==> src/rtl/cst_pkg.sv <==
// ----------------------------------------------------------------------------
// cst_pkg
// Shared constants, widths, register indexes and the sequencer state type of
// the cardinal spline tessellator.
// ----------------------------------------------------------------------------
package cst_pkg;

  // Control point coordinate width and the largest segment subdivision.
  localparam int COORD_BITS = 12;
  localparam int MAX_GRAIN  = 30;

  // Configuration port.
  localparam int TENSION_W  = 10;
  localparam int GRAIN_W    = 5;
  localparam int CFG_DATA_W = 10;
  localparam int CFG_IDX_W  = 1;

  localparam logic [CFG_IDX_W-1:0] REG_TENSION         = 1'b0;
  localparam logic [CFG_IDX_W-1:0] REG_SAMPLES_BETWEEN = 1'b1;

  localparam logic [TENSION_W-1:0] TENSION_RESET = 10'd128;

  // Result sample width and its saturation bounds.
  localparam int OUT_W   = 15;
  localparam int OUT_MAX = 16383;
  localparam int OUT_MIN = -16384;

  // Stream data widths, padded to whole bytes.
  localparam int IN_TDATA_W  = ((2 * COORD_BITS + 7) / 8) * 8;
  localparam int OUT_TDATA_W = ((2 * OUT_W + 7) / 8) * 8;

  // Datapath widths.
  localparam int ALPHA_W = 16;                 // Q16 segment parameter
  localparam int QUO_W   = 17;                 // 65536 / divisor
  localparam int MULB_W  = 17;                 // signed second operand
  localparam int DIFF_W  = COORD_BITS + 3;     // point differences
  localparam int ACC_W   = COORD_BITS + 16;    // Q8 coefficients and Horner sums
  localparam int PROD_W  = ACC_W + MULB_W;
  localparam int DCNT_W  = 5;                  // divider bit counter
  localparam int DIV_STEPS = QUO_W - 1;

  typedef enum logic [2:0] {
    S_IDLE,
    S_DIV,
    S_COEF,
    S_HORN,
    S_EMIT,
    S_PUSH,
    S_ENDPT
  } cst_state_t;

endpackage

==> src/rtl/cardinal_spline_tessellator_core.sv <==
// ----------------------------------------------------------------------------
// cardinal_spline_tessellator_core
// Tessellates a cardinal spline through a stream of 2-D control points with
// one shared multiplier under a small sequencer.
// ----------------------------------------------------------------------------
//
//  Channel  Direction  Transaction content
//  -------  ---------  ---------------------------------------------------------
//  in_*     slave      one control point: x, y, tlast marks the final point
//  out_*    master     one curve sample: x, y, tlast = last of this point,
//                      tuser = endpoint closing the curve
//  cfg_*    write      tension (index 0), samples_between (index 1)
//
//  Each point passes a bit-serial divider for 65536 / (grain + 1), then
//  emits its segments and, for a last point, the endpoint. Each sample
//  takes three Horner steps and a rounding step for each axis, then the
//  output load. Reset is synchronous and active low; it restores the
//  register defaults and starts a new curve. A stalled output holds the
//  sequencer in place.
//
module cardinal_spline_tessellator_core (
  input  logic                               clk,
  input  logic                               rst_n,

  input  logic                               in_tvalid,
  output logic                               in_tready,
  input  logic [cst_pkg::IN_TDATA_W-1:0]     in_tdata,   // point_x, point_y
  input  logic                               in_tlast,

  output logic                               out_tvalid,
  input  logic                               out_tready,
  output logic [cst_pkg::OUT_TDATA_W-1:0]    out_tdata,  // curve_x, curve_y
  output logic                               out_tlast,
  output logic                               out_tuser,  // curve_end

  input  logic                               cfg_wr_en,
  input  logic [cst_pkg::CFG_IDX_W-1:0]      cfg_index,
  input  logic [cst_pkg::CFG_DATA_W-1:0]     cfg_data
);

  // --------------------------------------------------------------------------
  // State
  // --------------------------------------------------------------------------
  cst_pkg::cst_state_t state_r, state_nxt;

  logic [cst_pkg::TENSION_W-1:0]  tension_r;
  logic [cst_pkg::GRAIN_W-1:0]    grain_cfg_r;

  // Sliding window of the extended point sequence, oldest first.
  logic [cst_pkg::COORD_BITS-1:0] win_x_r [3];
  logic [cst_pkg::COORD_BITS-1:0] win_y_r [3];
  logic [1:0]                     seen_r;

  // The point being processed.
  logic [cst_pkg::COORD_BITS-1:0] px_r, py_r;
  logic                           last_r;

  // Bit-serial divider producing 65536 / div and its remainder.
  logic [cst_pkg::DCNT_W-1:0]     div_cnt_r;
  logic [cst_pkg::GRAIN_W-1:0]    drem_r;
  logic [cst_pkg::QUO_W-1:0]      quo_r;

  // Sample parameter tracking: alpha = round(j * 65536 / div).
  logic [cst_pkg::ALPHA_W-1:0]    alpha_r;
  logic [cst_pkg::GRAIN_W-1:0]    arem_r;
  logic [cst_pkg::GRAIN_W-1:0]    j_r;

  logic                           phase_r;  // 0: segment before the push
  logic                           axis_r;   // 0: x, 1: y
  logic [1:0]                     step_r;

  logic signed [cst_pkg::ACC_W-1:0] coef0_r [2];
  logic signed [cst_pkg::ACC_W-1:0] coef1_r [2];
  logic signed [cst_pkg::ACC_W-1:0] coef2_r [2];
  logic signed [cst_pkg::ACC_W-1:0] t_r;
  logic [cst_pkg::OUT_W-1:0]        vx_r, vy_r;

  // Output register.
  logic                           out_valid_r;
  logic [cst_pkg::OUT_W-1:0]      out_x_r, out_y_r;
  logic                           out_last_r, out_end_r;

  // --------------------------------------------------------------------------
  // Combinational datapath
  // --------------------------------------------------------------------------
  logic [cst_pkg::GRAIN_W-1:0]    grain, div;
  logic [cst_pkg::COORD_BITS-1:0] q0, q1, q2, q3;
  logic signed [cst_pkg::DIFF_W-1:0] q0s, q1s, q2s, q3s;
  logic signed [cst_pkg::DIFF_W-1:0] d0, d1, d2, e;
  logic signed [cst_pkg::DIFF_W-1:0] coef_d;
  logic signed [cst_pkg::ACC_W-1:0]  e_w, coef_add, coef_nxt;
  logic signed [cst_pkg::ACC_W-1:0]  mul_a, horn_add, t_nxt, t_rnd;
  logic signed [cst_pkg::MULB_W-1:0] mul_b;
  logic signed [cst_pkg::PROD_W-1:0] prod, prod_rnd, prod_sh;
  logic [cst_pkg::OUT_W-1:0]         sat_v;
  logic [cst_pkg::GRAIN_W:0]         div_shift, asum;
  logic                              div_ge, wrap;
  logic [cst_pkg::ALPHA_W-1:0]       alpha_nxt;
  logic [1:0]                        seen_after;
  logic                              out_free, in_accept, out_load;

  assign grain = (grain_cfg_r > cst_pkg::GRAIN_W'(cst_pkg::MAX_GRAIN))
                 ? cst_pkg::GRAIN_W'(cst_pkg::MAX_GRAIN) : grain_cfg_r;
  assign div   = grain + cst_pkg::GRAIN_W'(1);

  // Window taps and the incoming point of the selected axis.
  assign q0 = axis_r ? win_y_r[0] : win_x_r[0];
  assign q1 = axis_r ? win_y_r[1] : win_x_r[1];
  assign q2 = axis_r ? win_y_r[2] : win_x_r[2];
  assign q3 = axis_r ? py_r : px_r;

  assign q0s = $signed(cst_pkg::DIFF_W'(q0));
  assign q1s = $signed(cst_pkg::DIFF_W'(q1));
  assign q2s = $signed(cst_pkg::DIFF_W'(q2));
  assign q3s = $signed(cst_pkg::DIFF_W'(q3));

  // The cardinal basis factored so that each coefficient needs a single
  // product with the tension:
  //   c0 = s*(q3 - q0 + q2 - q1) + 512*(q1 - q2)
  //   c1 = s*(2*q0 + q1 - 2*q2 - q3) - 768*(q1 - q2)
  //   c2 = s*(q2 - q0)
  assign d0 = q3s - q0s + q2s - q1s;
  assign d1 = (q0s <<< 1) + q1s - (q2s <<< 1) - q3s;
  assign d2 = q2s - q0s;
  assign e  = q1s - q2s;
  assign e_w = cst_pkg::ACC_W'(e);

  always_comb begin
    case (step_r)
      2'd0: begin
        coef_d   = d0;
        coef_add = e_w <<< 9;
      end
      2'd1: begin
        coef_d   = d1;
        coef_add = -(e_w <<< 9) - (e_w <<< 8);
      end
      default: begin
        coef_d   = d2;
        coef_add = '0;
      end
    endcase
  end

  // Shared multiplier: tension times a difference while building the
  // coefficients, alpha times the running sum during Horner evaluation.
  always_comb begin
    if (state_r == cst_pkg::S_COEF) begin
      mul_a = cst_pkg::ACC_W'(coef_d);
      mul_b = $signed(cst_pkg::MULB_W'(tension_r));
    end else begin
      mul_a = (step_r == 2'd0) ? coef0_r[axis_r] : t_r;
      mul_b = $signed(cst_pkg::MULB_W'(alpha_r));
    end
  end

  assign prod     = cst_pkg::PROD_W'(mul_a) * cst_pkg::PROD_W'(mul_b);
  assign prod_rnd = prod + cst_pkg::PROD_W'(32768);
  assign prod_sh  = prod_rnd >>> 16;

  assign coef_nxt = $signed(prod[cst_pkg::ACC_W-1:0]) + coef_add;

  always_comb begin
    case (step_r)
      2'd0:    horn_add = coef1_r[axis_r];
      2'd1:    horn_add = coef2_r[axis_r];
      default: horn_add = $signed(cst_pkg::ACC_W'({q1, 8'h00}));
    endcase
  end

  assign t_nxt = horn_add + $signed(prod_sh[cst_pkg::ACC_W-1:0]);

  // Q8 to integer, half up, then clamp to the output range.
  assign t_rnd = (t_r + cst_pkg::ACC_W'(128)) >>> 8;

  always_comb begin
    if (t_rnd > cst_pkg::ACC_W'(cst_pkg::OUT_MAX)) begin
      sat_v = cst_pkg::OUT_W'(cst_pkg::OUT_MAX);
    end else if (t_rnd < cst_pkg::ACC_W'(cst_pkg::OUT_MIN)) begin
      sat_v = cst_pkg::OUT_W'(cst_pkg::OUT_MIN);
    end else begin
      sat_v = t_rnd[cst_pkg::OUT_W-1:0];
    end
  end

  // Restoring divider step: the dividend 65536 has its only set bit first.
  assign div_shift = {drem_r, (div_cnt_r == cst_pkg::DCNT_W'(cst_pkg::DIV_STEPS))};
  assign div_ge    = div_shift >= {1'b0, div};

  // Next alpha: add the quotient, carry one when the remainder wraps.
  assign asum      = {1'b0, arem_r} + {1'b0, drem_r};
  assign wrap      = asum >= {1'b0, div};
  assign alpha_nxt = alpha_r + quo_r[cst_pkg::ALPHA_W-1:0]
                     + cst_pkg::ALPHA_W'(wrap);

  assign seen_after = (seen_r == 2'd0) ? 2'd2 :
                      (seen_r == 2'd3) ? 2'd3 : seen_r + 2'd1;

  assign out_free = !out_valid_r || out_tready;

  // --------------------------------------------------------------------------
  // Sequencer: next state
  // --------------------------------------------------------------------------
  always_comb begin
    state_nxt = state_r;
    case (state_r)
      cst_pkg::S_IDLE: begin
        if (in_tvalid) begin
          state_nxt = cst_pkg::S_DIV;
        end
      end
      cst_pkg::S_DIV: begin
        if (div_cnt_r == '0) begin
          state_nxt = (seen_r == 2'd3) ? cst_pkg::S_COEF : cst_pkg::S_PUSH;
        end
      end
      cst_pkg::S_COEF: begin
        if (axis_r && step_r == 2'd2) begin
          state_nxt = cst_pkg::S_HORN;
        end
      end
      cst_pkg::S_HORN: begin
        if (axis_r && step_r == 2'd3) begin
          state_nxt = cst_pkg::S_EMIT;
        end
      end
      cst_pkg::S_EMIT: begin
        if (out_free) begin
          if (j_r == grain) begin
            state_nxt = phase_r ? cst_pkg::S_ENDPT : cst_pkg::S_PUSH;
          end else begin
            state_nxt = cst_pkg::S_HORN;
          end
        end
      end
      cst_pkg::S_PUSH: begin
        if (!last_r) begin
          state_nxt = cst_pkg::S_IDLE;
        end else if (seen_after == 2'd3) begin
          state_nxt = cst_pkg::S_COEF;
        end else begin
          state_nxt = cst_pkg::S_ENDPT;
        end
      end
      cst_pkg::S_ENDPT: begin
        if (out_free) begin
          state_nxt = cst_pkg::S_IDLE;
        end
      end
      default: state_nxt = cst_pkg::S_IDLE;
    endcase
  end

  // --------------------------------------------------------------------------
  // Sequencer: outputs
  // --------------------------------------------------------------------------
  always_comb begin
    in_tready = 1'b0;
    out_load  = 1'b0;
    case (state_r)
      cst_pkg::S_IDLE:  in_tready = rst_n;
      cst_pkg::S_EMIT:  out_load  = out_free;
      cst_pkg::S_ENDPT: out_load  = out_free;
      default: begin
        in_tready = 1'b0;
        out_load  = 1'b0;
      end
    endcase
  end

  assign in_accept = in_tvalid && in_tready;

  // --------------------------------------------------------------------------
  // Control registers
  // --------------------------------------------------------------------------
  always_ff @(posedge clk) begin
    if (!rst_n) begin
      state_r     <= cst_pkg::S_IDLE;
      tension_r   <= cst_pkg::TENSION_RESET;
      grain_cfg_r <= '0;
      seen_r      <= '0;
      out_valid_r <= 1'b0;
      phase_r     <= 1'b0;
      axis_r      <= 1'b0;
      step_r      <= '0;
      div_cnt_r   <= '0;
      for (int i = 0; i < 3; i++) begin
        win_x_r[i] <= '0;
        win_y_r[i] <= '0;
      end
    end else begin
      state_r <= state_nxt;

      if (cfg_wr_en) begin
        case (cfg_index)
          cst_pkg::REG_TENSION:         tension_r   <= cfg_data[cst_pkg::TENSION_W-1:0];
          cst_pkg::REG_SAMPLES_BETWEEN: grain_cfg_r <= cfg_data[cst_pkg::GRAIN_W-1:0];
          default: ;
        endcase
      end

      if (out_load) begin
        out_valid_r <= 1'b1;
      end else if (out_tready) begin
        out_valid_r <= 1'b0;
      end

      case (state_r)
        cst_pkg::S_IDLE: begin
          if (in_accept) begin
            phase_r   <= 1'b0;
            axis_r    <= 1'b0;
            step_r    <= '0;
            div_cnt_r <= cst_pkg::DCNT_W'(cst_pkg::DIV_STEPS);
          end
        end
        cst_pkg::S_DIV: begin
          if (div_cnt_r != '0) begin
            div_cnt_r <= div_cnt_r - cst_pkg::DCNT_W'(1);
          end
        end
        cst_pkg::S_COEF: begin
          if (step_r == 2'd2) begin
            step_r <= '0;
            axis_r <= !axis_r;
          end else begin
            step_r <= step_r + 2'd1;
          end
        end
        cst_pkg::S_HORN: begin
          if (step_r == 2'd3) begin
            step_r <= '0;
            axis_r <= !axis_r;
          end else begin
            step_r <= step_r + 2'd1;
          end
        end
        cst_pkg::S_PUSH: begin
          // The first point of a curve enters the window twice.
          if (seen_r == 2'd0) begin
            win_x_r[0] <= win_x_r[2];
            win_y_r[0] <= win_y_r[2];
            win_x_r[1] <= px_r;
            win_y_r[1] <= py_r;
          end else begin
            win_x_r[0] <= win_x_r[1];
            win_y_r[0] <= win_y_r[1];
            win_x_r[1] <= win_x_r[2];
            win_y_r[1] <= win_y_r[2];
          end
          win_x_r[2] <= px_r;
          win_y_r[2] <= py_r;
          seen_r     <= seen_after;
          phase_r    <= 1'b1;
        end
        cst_pkg::S_ENDPT: begin
          // The endpoint closes the curve; the next point starts a new one.
          if (out_free) begin
            seen_r <= '0;
            for (int i = 0; i < 3; i++) begin
              win_x_r[i] <= '0;
              win_y_r[i] <= '0;
            end
          end
        end
        default: ;
      endcase
    end
  end

  // --------------------------------------------------------------------------
  // Datapath registers
  // --------------------------------------------------------------------------
  always_ff @(posedge clk) begin
    case (state_r)
      cst_pkg::S_IDLE: begin
        if (in_accept) begin
          px_r   <= in_tdata[cst_pkg::COORD_BITS-1:0];
          py_r   <= in_tdata[2*cst_pkg::COORD_BITS-1:cst_pkg::COORD_BITS];
          last_r <= in_tlast;
          drem_r <= '0;
          quo_r  <= '0;
        end
      end
      cst_pkg::S_DIV: begin
        if (div_ge) begin
          drem_r <= cst_pkg::GRAIN_W'(div_shift - {1'b0, div});
        end else begin
          drem_r <= div_shift[cst_pkg::GRAIN_W-1:0];
        end
        quo_r <= {quo_r[cst_pkg::QUO_W-2:0], div_ge};
      end
      cst_pkg::S_COEF: begin
        j_r     <= '0;
        alpha_r <= '0;
        arem_r  <= div >> 1;
        case (step_r)
          2'd0:    coef0_r[axis_r] <= coef_nxt;
          2'd1:    coef1_r[axis_r] <= coef_nxt;
          default: coef2_r[axis_r] <= coef_nxt;
        endcase
      end
      cst_pkg::S_HORN: begin
        if (step_r != 2'd3) begin
          t_r <= t_nxt;
        end else if (axis_r) begin
          vy_r <= sat_v;
        end else begin
          vx_r <= sat_v;
        end
      end
      cst_pkg::S_EMIT: begin
        if (out_free && j_r != grain) begin
          j_r     <= j_r + cst_pkg::GRAIN_W'(1);
          alpha_r <= alpha_nxt;
          arem_r  <= wrap ? cst_pkg::GRAIN_W'(asum - {1'b0, div})
                          : asum[cst_pkg::GRAIN_W-1:0];
        end
      end
      default: ;
    endcase

    if (out_load) begin
      if (state_r == cst_pkg::S_ENDPT) begin
        out_x_r    <= cst_pkg::OUT_W'(px_r);
        out_y_r    <= cst_pkg::OUT_W'(py_r);
        out_last_r <= 1'b1;
        out_end_r  <= 1'b1;
      end else begin
        out_x_r    <= vx_r;
        out_y_r    <= vy_r;
        // Without a closing segment, the last sample of the leading segment
        // ends this point's transactions.
        out_last_r <= !phase_r && !last_r && (j_r == grain);
        out_end_r  <= 1'b0;
      end
    end
  end

  // --------------------------------------------------------------------------
  // Result channel
  // --------------------------------------------------------------------------
  assign out_tvalid = out_valid_r;
  assign out_tdata  = {{(cst_pkg::OUT_TDATA_W - 2*cst_pkg::OUT_W){1'b0}}, out_y_r, out_x_r};
  assign out_tlast  = out_last_r;
  assign out_tuser  = out_end_r;

endmodule
==> config.mk <==
export PLATFORM = sky130hd
export DESIGN_NAME = cardinal_spline_tessellator_core
export DESIGN_NICKNAME = d
export VERILOG_FILES = /design/src/rtl/cst_pkg.sv /design/src/rtl/cardinal_spline_tessellator_core.sv
export SDC_FILE = /design/constraint.sdc
export NUM_CORES = 2
export LEC_CHECK = 0
export BUFFER_PORTS_ARGS = -buffer_cell sky130_fd_sc_hd__buf_2
export CELL_PAD_IN_SITES_DETAIL_PLACEMENT = 1
export CELL_PAD_IN_SITES_GLOBAL_PLACEMENT = 2
export CORE_MARGIN = 2
export CORE_UTILIZATION = 43
export DETAILED_ROUTE_END_ITERATION = 16
export GPL_TIMING_DRIVEN = 0
export PLACE_DENSITY = 0.93
export SYNTH_ARGS = -nofsm -noshare
export SYNTH_HDL_FRONTEND = slang
export SYNTH_SLANG_ARGS = --single-unit
==> constraint.sdc <==
create_clock -name clk -period 16.4 [get_ports clk]
set_input_delay 2.46 -clock clk [delete_from_list [all_inputs] [get_ports clk]]
set_output_delay 2.46 -clock clk [all_outputs]
set_load 0.02 [all_outputs]
==> qor.yml <==
grt:
  grt_pass1_vias: 36140
  grt_pass1_wl_um: 221300
  grt_max_degree: 66
  overflow: 0
  antenna_found_initial: 2
  grtUsageTotal_pct: 28.82
worst_setup_path:
  r2r_cells: 47
  slowest_stage: "a31oi_1"
  r2r_slack_ns: 0.65
  slowest_delay_ns: 1.08
  rr_endpoint: "t_r[26]$_DFFE_PP_"
  arrival_ns: 16.06
  setup.worst_path.start: "axis_r$_SDFFE_PN0P_"
  critPathCapture: "t_r[26]$_DFFE_PP_"
  critPathKind: "flip-flop to flip-flop"
  cp-end-kind: "flip-flop"
  required_ns: 16.72
  cpMostUsedCell: "fa_1"
  start_kind: "flip-flop"
  timing.rr.start: "axis_r$_SDFFE_PN0P_"
  crit_fanout: 10
timing:
  fin_skew_ns: 0.06700
  slew_headroom_pct: 0.5682
  hold_viol: 0
  finalSetupViolCount: 0
  finalMaxSlewViolations: 0
  fin_crit_sh_pct: 96.02
  rsz0062_at_grt: "false"
  fmax_mhz: 63.50
  worst_pin_slew_ns: 1.450
  whs_ns: 0.4598
  min_period_ns: 15.75
drt:
  drt_iter0_drc: 2677
  viasPerCell: 5.670
  wl_per_cell_um: 24.83
  dr.pass1.iters: 6
  vias: 33300
  postRouteAntennaNets: 0
  drc: 0
  finalWirelength_um: 145800
floorplan:
  num_rows: 115
  dieArea_sq_um: 101100
  start_util_pct: 43.24
  ios: 77
  die-width_um: 317.9
  core_sq_um: 97990
  die_h_um: 317.9
finish:
  final_cell_mix: "735 x inv_1, 553 x nand2_1, 472 x fa_1"
  nNetsFinal: 5359
  drive_gt1_share_pct: 6.108
  layout_commonest_cell: "inv_1"
  syn2layout_area_growth_pct: 10.02
  fillers: 11120
logic_synthesis:
  async_flop_share_pct: 0
  ys_warn_count: 0
  yosysUniqueCellTypes: 81
  seq_area_frac_synth_pct: 29.95
  synth-edff-count: 402
  netlist_instances: 4394
  ys_ff_latch: 433
  syn_area_per_cell_sq_um: 9.643
  yosys_most_used_dff: "edfxtp_1"
  netlist_area_sq_um: 42370
hold_path:
  min_path_type: "flip-flop to flip-flop"
  whs_path_depth: 2
place:
  gp_congestion: 0.9830
  dpl.hpwl_um: 118000
  io_buffers: 74
clock_tree:
  cts_buffers: 49
  cts_tree: "yes"
  h-tree-depth: 2
  clk_latency_ns: 0.64
  clk_pin_slew_ns: 0.07
  cts_sinks: 433
  cts_root_buf: "clkbuf_16"
  clockBufferDepth: 3
status:
  violations: "max-capacitance violations"
  outcome: "finished with violations"
job:
  cap_violations: 1
==> cells by family after synthesis <==
| family | count (synthesis) | synth area share (%) |
|---|---|---|
| and+or+nand+nor | 1300 | 13.49 |
| buffers and inverters | 887 | 7.902 |
| adders and majority gates | 771 | 31.13 |
| AOI/OAI and AO/OA | 644 | 9.591 |
| DFF | 433 | 29.95 |
| xor gates and xnor gates | 209 | 4.364 |
| muxes | 149 | 3.558 |
| other | 1 | 0.008850 |
==> cell usage after synthesis (all sizes together) (28+ instances only) <==
cell type	instances	area share, %
clkbuf	129	1.1
mux2i	136	3.2
nor2b	34	0.50
ha	299	8.8
a21o	64	1.1
and3	39	0.58
nor3	68	0.84
fa	472	22
edfxtp	402	28
nand3	46	0.54
inv	736	6.5
and2	68	1.0
o21ai	122	1.5
nand2	555	4.9
o22ai	28	0.41
xor2	65	1.3
o21a	46	0.81
nor2	386	3.4
dfxtp	31	1.5
xnor2	144	3.0
a21oi	226	2.7
nand2b	34	0.50
==> flip-flops by register name, summed over array words and instances (netlist names), 15 cells and up, named ones only <==
register / count
coef2_r: 56
alpha_r: 16
out_x_r: 15
t_r: 28
win_x_r: 36
out_y_r: 15
quo_r: 16
vx_r: 15
coef1_r: 56
coef0_r: 56
vy_r: 15
win_y_r: 36
==> through the flow <==
stage	setup WS, ns	std cells	TNS, ns	area [sq um]	utilization, %
final	0.6527	5872	0	46620	47.57
after global routing	0.02240	5871	0	46610	47.57
after CTS	0.008869	5870	0	46480	47.44
after detailed placement	-1.039	5782	-4.588	44780	45.70
after global placement	-1.895	5756	-19.19	44360	45.27
after floorplan	2.343	4395	0	42380	-
==> how the worst min path moves through the flow <==
stage,start,to
finish,tension_r[9]$_SDFFE_PN0P_,tension_r[9]$_SDFFE_PN0P_
global route,grain_cfg_r[0]$_SDFFE_PN0P_,grain_cfg_r[0]$_SDFFE_PN0P_
CTS,tension_r[9]$_SDFFE_PN0P_,tension_r[9]$_SDFFE_PN0P_
detailed placement,tension_r[9]$_SDFFE_PN0P_,tension_r[9]$_SDFFE_PN0P_
global placement,tension_r[9]$_SDFFE_PN0P_,tension_r[9]$_SDFFE_PN0P_
floorplan,grain_cfg_r[0]$_SDFFE_PN0P_,grain_cfg_r[0]$_SDFFE_PN0P_
==> critical path: cells and delay by family (launching register included) <==
family	cells	cell delay (ns)
and+or+nand+nor	5	1.50
DFF	1	0.45
xor gates and xnor gates	4	1.13
muxes	1	0.64
buffers and inverters	8	1.55
adders and majority gates	9	4.15
AOI/OAI and AO/OA	20	5.94
==> per-layer routing <==
metal,part of all wire [%],track usage [%],wire (um),vias up
li1,-,-,-,14660
met3,6.1,3.044,8829,304
met5,0,0,0,-
met2,48,48.55,69890,1150
met1,41,37.84,60220,17190
met4,4.7,12.24,6888,0
==> cell type report <==
class	count	area [sq um]	share of cell area [%]
Antenna cell	1	2.502	0.005368
Buffer	149	595.6	1.278
Clock buffer	56	1272	2.730
Clock inverter	32	346.6	0.7435
Inverter	736	2763	5.926
Multi-Input combinational cell	3075	26630	57.12
Sequential cell	433	12690	27.23
Tap cell	1287	1610	3.454
Timing Repair Buffer	103	705.7	1.514
==> what timing repair did <==
action | CTS | global route
endpoints found under the setup margin | 12 | 8
cloned | 0 | 0
pin swaps | 1 | 1
resized for setup | 19 | 35
setup buffers | 0 | 3
hold buffers | 0 | 0
Power is not shown: default switching activity piles up to over one toggle a cycle in this logic, so the estimate is an artifact.
